`src/rtl/bounded_queue_server_scheduler_unit_assert.svh`:
```
// Assertion macros for the bounded queue server scheduler.
// Included by the top level; expects signals clk and rst_n in scope.
`ifndef BOUNDED_QUEUE_SERVER_SCHEDULER_UNIT_ASSERT_SVH
`define BOUNDED_QUEUE_SERVER_SCHEDULER_UNIT_ASSERT_SVH

// The consequent must hold in the same cycle as the antecedent.
`define BQSSU_ASSERT_SAME(lbl, ante, cons, msg) \
  lbl: assert property (@(posedge clk) disable iff (!rst_n) (ante) |-> (cons)) \
    else $error(msg);

// The consequent must hold in the cycle after the antecedent.
`define BQSSU_ASSERT_NEXT(lbl, ante, cons, msg) \
  lbl: assert property (@(posedge clk) disable iff (!rst_n) (ante) |=> (cons)) \
    else $error(msg);

`endif

```
`src/rtl/bqssu_pkg.sv`:
```
// Shared types and constants for the bounded queue server scheduler.
// No dependencies; imported by the controller, datapath and top level.
package bqssu_pkg;

  localparam int DEF_QUEUE_DEPTH = 16;
  localparam int TIME_W = 48;
  localparam int DUR_W  = 32;
  localparam int NUM_W  = 32;
  localparam int LIM_W  = 5;
  localparam logic [LIM_W-1:0] LIMIT_RESET = 5'd16;

  typedef enum logic [1:0] {
    ST_COMPLETED  = 2'd0,
    ST_REJECTED   = 2'd1,
    ST_QUEUED     = 2'd2,
    ST_FLUSH_DONE = 2'd3
  } status_t;

  typedef enum logic [1:0] {
    S_IDLE,
    S_DECIDE,
    S_POP,
    S_FINAL
  } fsm_state_t;

  typedef struct packed {
    logic [TIME_W-1:0] arrival;
    logic [DUR_W-1:0]  duration;
    logic [NUM_W-1:0]  number;
  } wait_entry_t;

  typedef struct packed {
    logic    load;
    logic    pop;
    logic    fin;
    status_t kind;
  } ctrl_cmd_t;

  typedef struct packed {
    logic is_flush;
    logic nonempty;
    logic server_free;
    logic has_room;
  } dp_stat_t;

endpackage

```
`src/rtl/bqssu_ctrl.sv`:
```
// Controller state machine for the bounded queue server scheduler.
// Depends on bqssu_pkg; drives commands into bqssu_dp.
module bqssu_ctrl (
  input  logic                 clk,
  input  logic                 rst_n,
  input  logic                 in_valid,
  output logic                 in_ready,
  output logic                 out_valid,
  input  logic                 out_ready,
  input  bqssu_pkg::dp_stat_t  stat,
  output bqssu_pkg::ctrl_cmd_t cmd
);
  import bqssu_pkg::*;

  fsm_state_t state_r, state_nxt;
  logic       pop_now;

  // A waiting request is served first when flushing or when the server is
  // already free by the time the new request arrives.
  assign pop_now = stat.nonempty && (stat.is_flush || stat.server_free);

  always_ff @(posedge clk) begin
    if (!rst_n) begin
      state_r <= S_IDLE;
    end else begin
      state_r <= state_nxt;
    end
  end

  always_comb begin
    state_nxt = state_r;
    case (state_r)
      S_IDLE: begin
        if (in_valid) state_nxt = S_DECIDE;
      end
      S_DECIDE: begin
        state_nxt = pop_now ? S_POP : S_FINAL;
      end
      S_POP: begin
        if (out_ready) state_nxt = S_DECIDE;
      end
      S_FINAL: begin
        if (out_ready) state_nxt = S_IDLE;
      end
      default: state_nxt = S_IDLE;
    endcase
  end

  always_comb begin
    in_ready  = 1'b0;
    out_valid = 1'b0;
    cmd.load  = 1'b0;
    cmd.pop   = 1'b0;
    cmd.fin   = 1'b0;
    cmd.kind  = ST_COMPLETED;
    case (state_r)
      S_IDLE: begin
        in_ready = 1'b1;
        cmd.load = in_valid;
      end
      S_DECIDE: begin
        if (pop_now) begin
          cmd.pop = 1'b1;
        end else begin
          cmd.fin = 1'b1;
          if (stat.is_flush)         cmd.kind = ST_FLUSH_DONE;
          else if (stat.server_free) cmd.kind = ST_COMPLETED;
          else if (stat.has_room)    cmd.kind = ST_QUEUED;
          else                       cmd.kind = ST_REJECTED;
        end
      end
      S_POP:   out_valid = 1'b1;
      S_FINAL: out_valid = 1'b1;
      default: out_valid = 1'b0;
    endcase
  end

endmodule

```
`src/rtl/bqssu_dp.sv`:
```
// Datapath for the bounded queue server scheduler: wait queue memory,
// server clock, numbering and the output word register. Depends on bqssu_pkg.
module bqssu_dp #(
  parameter int QUEUE_DEPTH = bqssu_pkg::DEF_QUEUE_DEPTH
) (
  input  logic                              clk,
  input  logic                              rst_n,
  input  logic                              cfg_we,
  input  logic [bqssu_pkg::LIM_W-1:0]       cfg_data,
  input  logic                              in_func,
  input  logic [bqssu_pkg::TIME_W-1:0]      in_arrival_time,
  input  logic [bqssu_pkg::DUR_W-1:0]       in_duration,
  input  bqssu_pkg::ctrl_cmd_t              cmd,
  output bqssu_pkg::dp_stat_t               stat,
  output logic [bqssu_pkg::NUM_W-1:0]       out_request_number,
  output logic [1:0]                        out_status,
  output logic [bqssu_pkg::TIME_W-1:0]      out_end_time,
  output logic                              out_last
);
  import bqssu_pkg::*;

  localparam int PTR_W = (QUEUE_DEPTH > 1) ? $clog2(QUEUE_DEPTH) : 1;
  localparam int CNT_W = $clog2(QUEUE_DEPTH + 1);
  localparam int CMP_W = (CNT_W > LIM_W) ? CNT_W : LIM_W;
  localparam logic [PTR_W-1:0] LAST_PTR = PTR_W'(QUEUE_DEPTH - 1);
  localparam logic [CMP_W-1:0] DEPTH_CMP = CMP_W'(QUEUE_DEPTH);

  wait_entry_t          mem [QUEUE_DEPTH];
  wait_entry_t          rd_r;
  wait_entry_t          wr_entry;
  logic                 we;

  logic [LIM_W-1:0]     limit_r;
  logic [TIME_W-1:0]    sft_r;
  logic [PTR_W-1:0]     head_r, tail_r;
  logic [CNT_W-1:0]     count_r;
  logic [NUM_W-1:0]     next_num_r;

  logic                 func_r;
  logic [TIME_W-1:0]    t_r;
  logic [DUR_W-1:0]     d_r;
  logic [NUM_W-1:0]     num_r;

  logic [TIME_W-1:0]    serve_arr, serve_start, serve_end;
  logic [DUR_W-1:0]     serve_dur;
  logic [TIME_W:0]      serve_sum;
  logic [CMP_W-1:0]     limit_cmp, cap;

  // Service start is the later of the server clock and the arrival; the end
  // time saturates instead of wrapping.
  always_comb begin
    serve_arr   = cmd.pop ? rd_r.arrival  : t_r;
    serve_dur   = cmd.pop ? rd_r.duration : d_r;
    serve_start = (sft_r > serve_arr) ? sft_r : serve_arr;
    serve_sum   = {1'b0, serve_start} + {(TIME_W + 1 - DUR_W)'(0), serve_dur};
    serve_end   = serve_sum[TIME_W] ? {TIME_W{1'b1}} : serve_sum[TIME_W-1:0];
  end

  always_comb begin
    limit_cmp = CMP_W'(limit_r);
    cap       = (limit_cmp < DEPTH_CMP) ? limit_cmp : DEPTH_CMP;
  end

  assign stat.is_flush    = func_r;
  assign stat.nonempty    = (count_r != '0);
  assign stat.server_free = (sft_r <= t_r);
  assign stat.has_room    = (CMP_W'(count_r) < cap);

  assign we                = cmd.fin && (cmd.kind == ST_QUEUED);
  assign wr_entry.arrival  = t_r;
  assign wr_entry.duration = d_r;
  assign wr_entry.number   = num_r;

  always_ff @(posedge clk) begin
    if (we) mem[tail_r] <= wr_entry;
    rd_r <= mem[head_r];
  end

  always_ff @(posedge clk) begin
    if (!rst_n) begin
      limit_r    <= LIMIT_RESET;
      sft_r      <= '0;
      head_r     <= '0;
      tail_r     <= '0;
      count_r    <= '0;
      next_num_r <= '0;
    end else begin
      if (cfg_we) limit_r <= cfg_data;
      if (cmd.load && !in_func) next_num_r <= next_num_r + NUM_W'(1);
      if (cmd.pop) begin
        sft_r   <= serve_end;
        head_r  <= (head_r == LAST_PTR) ? '0 : head_r + PTR_W'(1);
        count_r <= count_r - CNT_W'(1);
      end
      if (cmd.fin && (cmd.kind == ST_COMPLETED)) sft_r <= serve_end;
      if (we) begin
        tail_r  <= (tail_r == LAST_PTR) ? '0 : tail_r + PTR_W'(1);
        count_r <= count_r + CNT_W'(1);
      end
    end
  end

  // Item and output word registers carry payload only.
  always_ff @(posedge clk) begin
    if (cmd.load) begin
      func_r <= in_func;
      t_r    <= in_arrival_time;
      d_r    <= in_duration;
      num_r  <= next_num_r;
    end
    if (cmd.pop) begin
      out_request_number <= rd_r.number;
      out_status         <= ST_COMPLETED;
      out_end_time       <= serve_end;
      out_last           <= 1'b0;
    end else if (cmd.fin) begin
      out_status <= cmd.kind;
      out_last   <= 1'b1;
      case (cmd.kind)
        ST_COMPLETED: begin
          out_request_number <= num_r;
          out_end_time       <= serve_end;
        end
        ST_FLUSH_DONE: begin
          out_request_number <= '0;
          out_end_time       <= '0;
        end
        default: begin
          out_request_number <= num_r;
          out_end_time       <= '0;
        end
      endcase
    end
  end

endmodule

```
`src/rtl/bounded_queue_server_scheduler_unit.sv`:
```
// Bounded queue server scheduler: single server with a FIFO of waiting
// requests, a controller (bqssu_ctrl) and a datapath (bqssu_dp).
// Input channel in_*: func 0 is a new request, func 1 a flush.
// Output channel out_*: one word per record; out_last marks the final word
// caused by an input word. Config channel cfg_*: writes queue_limit.
// One input word is taken at a time; in_ready is high only while idle.
// Each served waiting request passes through a decision state and then an
// output state that holds the registered word; the final record of a word
// takes the same two states. After acceptance the decision state comes first,
// and the first output word is valid in the output state that follows it.
// While out_ready is low the output word is held and no further work is
// done; the block resumes on the cycle after the word is taken.
// Reset (rst_n low at a clock edge) empties the queue, sets the server
// clock and request numbering to zero and queue_limit to 16; no clearing
// pass is needed. cfg_ready is always high.
module bounded_queue_server_scheduler_unit #(
  parameter int QUEUE_DEPTH = bqssu_pkg::DEF_QUEUE_DEPTH
) (
  input  logic                             clk,
  input  logic                             rst_n,
  input  logic                             cfg_valid,
  output logic                             cfg_ready,
  input  logic [bqssu_pkg::LIM_W-1:0]      cfg_queue_limit,
  input  logic                             in_valid,
  output logic                             in_ready,
  input  logic                             in_func,
  input  logic [bqssu_pkg::TIME_W-1:0]     in_arrival_time,
  input  logic [bqssu_pkg::DUR_W-1:0]      in_duration,
  output logic                             out_valid,
  input  logic                             out_ready,
  output logic [bqssu_pkg::NUM_W-1:0]      out_request_number,
  output logic [1:0]                       out_status,
  output logic [bqssu_pkg::TIME_W-1:0]     out_end_time,
  output logic                             out_last
);
  import bqssu_pkg::*;

  `include "bounded_queue_server_scheduler_unit_assert.svh"

  ctrl_cmd_t cmd;
  dp_stat_t  stat;

  assign cfg_ready = 1'b1;

  bqssu_ctrl u_ctrl (
    .clk       (clk),
    .rst_n     (rst_n),
    .in_valid  (in_valid),
    .in_ready  (in_ready),
    .out_valid (out_valid),
    .out_ready (out_ready),
    .stat      (stat),
    .cmd       (cmd)
  );

  bqssu_dp #(
    .QUEUE_DEPTH (QUEUE_DEPTH)
  ) u_dp (
    .clk                (clk),
    .rst_n              (rst_n),
    .cfg_we             (cfg_valid && cfg_ready),
    .cfg_data           (cfg_queue_limit),
    .in_func            (in_func),
    .in_arrival_time    (in_arrival_time),
    .in_duration        (in_duration),
    .cmd                (cmd),
    .stat               (stat),
    .out_request_number (out_request_number),
    .out_status         (out_status),
    .out_end_time       (out_end_time),
    .out_last           (out_last)
  );

  `BQSSU_ASSERT_SAME(a_one_side, in_ready, !out_valid, "input taken while a word is pending")
  `BQSSU_ASSERT_NEXT(a_idle_after_last, out_valid && out_ready && out_last, in_ready,
    "block not idle after the final word")
  `BQSSU_ASSERT_SAME(a_pop_completes, out_valid && !out_last,
    out_status == ST_COMPLETED, "non-final word is not a completion")
  `BQSSU_ASSERT_SAME(a_reject_final, out_valid && (out_status == ST_REJECTED),
    out_last && (out_end_time == '0), "rejection not a final word with zero end time")

endmodule
```
`config.mk`:
```
export PLATFORM = sky130hd
export DESIGN_NAME = bounded_queue_server_scheduler_unit
export DESIGN_NICKNAME = d
export VERILOG_FILES = /design/src/rtl/bqssu_pkg.sv /design/src/rtl/bqssu_ctrl.sv /design/src/rtl/bqssu_dp.sv /design/src/rtl/bounded_queue_server_scheduler_unit.sv
export VERILOG_INCLUDE_DIRS = /design/src /design/src/rtl
export SDC_FILE = /design/constraint.sdc
export NUM_CORES = 2
export LEC_CHECK = 0
export ABC_AREA = 1
export ABC_CLOCK_PERIOD_IN_PS = 11100
export BUFFER_PORTS_ARGS = -buffer_cell sky130_fd_sc_hd__buf_2
export CORE_MARGIN = 2
export CORE_UTILIZATION = 55
export CTS_CLUSTER_DIAMETER = 30
export CTS_CLUSTER_SIZE = 24
export DETAILED_ROUTE_END_ITERATION = 16
export PLACE_DENSITY_LB_ADDON = 0.3
export SYNTH_ARGS = -nofsm -noshare
export SYNTH_HDL_FRONTEND = slang
export SYNTH_SLANG_ARGS = --single-unit
export TNS_END_PERCENT = 100
```
`constraint.sdc`:
```
create_clock -name clk -period 11.1 [get_ports clk]
set_input_delay 1.665 -clock clk [delete_from_list [all_inputs] [get_ports clk]]
set_output_delay 1.665 -clock clk [all_outputs]
set_load 0.005 [all_outputs]
```
==> impl_metrics.json <==
{
  "status": "finished, final reports clean",
  "cts_setup_buffers": 0,
  "post_route_cells_drive_above_1_share_pct": 14.6,
  "viasPerCell": 6.10,
  "htreeDepth": 5,
  "cp-end-kind": "flop",
  "cpMostUsedCell": "nand2_1",
  "required_ns": 11.74,
  "r2r_start": "u_dp.t_r[30]",
  "worstHoldStart": "u_dp.out_status[1]",
  "cts_resized": 0,
  "hold_class": "reg -> reg",
  "min_path_cells": 2,
  "cts_made_buffers": 408,
  "start_kind": "flop",
  "row_count": 147,
  "fin_area_sq_mm": 0.106,
  "synth_seq_cells": 2200,
  "clkTransAtPathRegs_ns": 0.05,
  "crit_path_top_delay_cell": "inv_2",
  "ys_seq_area_share_pct": 72.0,
  "grt_antenna_before_repair": 6,
  "yosysTopAreaCell": "edfxtp_1",
  "port_buffers": 175,
  "yosysUniqueCellTypes": 51,
  "nNetsFinal": 7362,
  "via_count": 58600,
  "synth_edf_count": 1985,
  "cts_sinks": 2200,
  "ant_nets": 0,
  "dominantRegCellSynth": "edfxtp_1",
  "min_to": "u_dp.out_status[1]",
  "die_area_sq_mm": 0.165,
  "wirelength_microns": 240000,
  "fin_crit_sh_pct": 92.6,
  "setup_tns_ns": 0,
  "syn_to_final_growth_pct": 19.2,
  "cts_tree": "done",
  "drcViolationCount": 0,
  "ir_drop_mv": 0.234,
  "period_needed_ns": 10.28,
  "cts_root_buf": "clkbuf_16",
  "coreArea_sq_mm": 0.160,
  "avgSynthCellArea_sq_um": 12.9,
  "cap_viol_max_count": 0,
  "fmax_mhz": 97.3,
  "synth_commonest_cells": "edfxtp_1 (1985), nor2_1 (1117), nand2_1 (737)",
  "max-clock-path-buffers": 4,
  "fin_worst_skew_ns": 0.0955,
  "final-setup-viol-count": 0,
  "cts_hold_buf": 0,
  "ios": 177,
  "cp_data_arrival_time_ns": 10.92,
  "synth_top_cell_area_share_pct": 67.1,
  "crit_path_max_incr_delay_ns": 0.78,
  "critPathKind": "reg -> reg",
  "grt_pass1_vias": 57200,
  "netlist_area_sq_mm": 0.0888,
  "holdWs_ns": 0.456,
  "synth_top_cells_by_area": "edfxtp_1 (67%), dfxtp_1 (4.8%), nor2_1 (4.7%)",
  "wl_per_cell_microns": 25.0,
  "power_density_mw_per_mm2": 273,
  "die_h_microns": 406,
  "start_util_pct": 55.4,
  "track_usage_pct": 28.9,
  "r2r_slack_ns": 0.82,
  "die-width_microns": 406,
  "slew_headroom_pct": 17.3,
  "grt_start_max_net_pins": 253,
  "hold_violations": 0,
  "place_area_sq_mm": 0.0918,
  "slew_viol_final": 0,
  "yosysWarnings": 0,
  "grt_first_pass_wirelength_microns": 356000,
  "syn_nets": 7095,
  "firstDrtPassIters": 6,
  "synthArstFlopShare_pct": 0,
  "gp_congestion": 0.951,
  "tightest_slew_ns": 1.24,
  "crit_fanout": 67,
  "reg2reg_to": "u_dp.out_end_time[12]",
  "grt_setup_unrepaired": "no",
  "postSynthCellCount": 6859,
  "p_leak_nw": 37.0,
  "yosysMostFrequentCell": "edfxtp_1",
  "r2r_cells": 40,
  "cp_top_family": "simple AND/OR/NAND/NOR gates",
  "gr-total-overflow": 0,
  "drtIter0Drc": 7791,
  "worst-path-buf-inv": 8,
  "hpwl_microns": 123000,
  "clk_latency_ns": 0.98
}
==> sequential cells by signal, summed over array words and instances, names as in the netlist <==
signal,cells
u_dp.head_r,4
u_dp.out_status,2
u_dp.out_last,1
u_dp.d_r,32
u_dp.out_request_number,32
u_dp.out_end_time,48
u_dp.num_r,32
u_dp.count_r,5
u_dp.limit_cmp,5
u_dp.sft_r,48
u_dp.tail_r,4
u_dp.t_r,48
u_dp.func_r,1
u_ctrl.state_r,2
u_dp.next_num_r,32
u_dp.rd_r,112
u_dp.mem,1792
==> worst register-to-register path, delay by kind of cell, from the launching register on <==
kind / cells / cell delay (ns)
DFF: 1 / 0.65
adders and majority gates: 3 / 1.08
AOI/OAI and AO/OA: 10 / 2.21
buffers and inverters: 8 / 2.44
and+or+nand+nor: 19 / 3.65
==> metrics by stage <==
step | utilization (%) | total power [mW] | setup slack (ns) | std cells
global placement | 57.2 | 16.3 | 1.21 | 8876
detailed placement | 57.2 | 16.4 | 0.942 | 8876
CTS | 66.0 | 28.9 | 0.910 | 9611
floorplan | - | 14.3 | 1.01 | 6859
global route | 66.0 | 30.0 | 0.0109 | 9612
finish | 66.0 | 28.9 | 0.818 | 9612
==> per-layer routing <==
metal	vias to the layer above	share of wire [%]	track usage [%]	wire length, microns
met3	543	8.5	4.77	20500
met5	-	0	0	0
met4	0	3.8	12.4	9190
met2	3076	49	47.4	117000
met1	29000	39	38.5	94100
li1	26000	-	-	-
==> kinds of logic after synthesis <==
group | after synthesis | share of synthesized area (%)
other cells | 1 | 0.00422
buf+inv | 688 | 3.04
compound gates | 1307 | 9.69
flops | 2200 | 72.0
xor+xnor | 37 | 0.365
mux | 184 | 2.07
simple gates | 2297 | 10.8
fa+ha+maj | 145 | 2.06
==> area by class of cell <==
type                       count  area [sq um]
antenna                        1          2.50
clock buffer                 463         10700
clock inverter               272          3290
fill                       11000         54500
inverter                     273          1050
multi-input combinational   3971         22300
sequential                  2200         63900
tap                         2160          2700
timing repair buffer         272          1810
==> where the power goes <==
part | switching (mW) | internal (mW)
Combinational | 4.16 | 1.90
Clock | 4.13 | 8.41
Sequential | 0.496 | 9.79
==> how the worst max path moves through the flow <==
stage | from | end | slack [ns] | cells after the start
after floorplan | in_valid | u_dp.d_r[0] | 1.01 | 2
after global placement | u_dp.t_r[29] | u_dp.sft_r[27] | 1.21 | 42
after detailed placement | u_dp.t_r[30] | u_dp.out_end_time[10] | 0.94 | 40
after CTS | u_dp.t_r[30] | u_dp.out_end_time[11] | 0.91 | 40
after global routing | u_dp.t_r[30] | u_dp.sft_r[12] | 0.01 | 42
final | u_dp.t_r[30] | u_dp.out_end_time[12] | 0.82 | 40
==> layout by cell type (no fill, tap or decap), types with 185 or more instances in the layout <==
cell | netlist | final
nand2_1 | 737 | 737
edfxtp_1 | 1985 | 1985
o221ai_1 | 185 | 185
nor2_1 | 1117 | 1099
dfxtp_1 | 215 | 212
inv_1 | 233 | 229
o21ai_0 | 571 | 571
o32ai_1 | 264 | 264
nand3_1 | 292 | 292
clkbuf_16 | 0 | 413
Power figures use the tool's default switching activity.
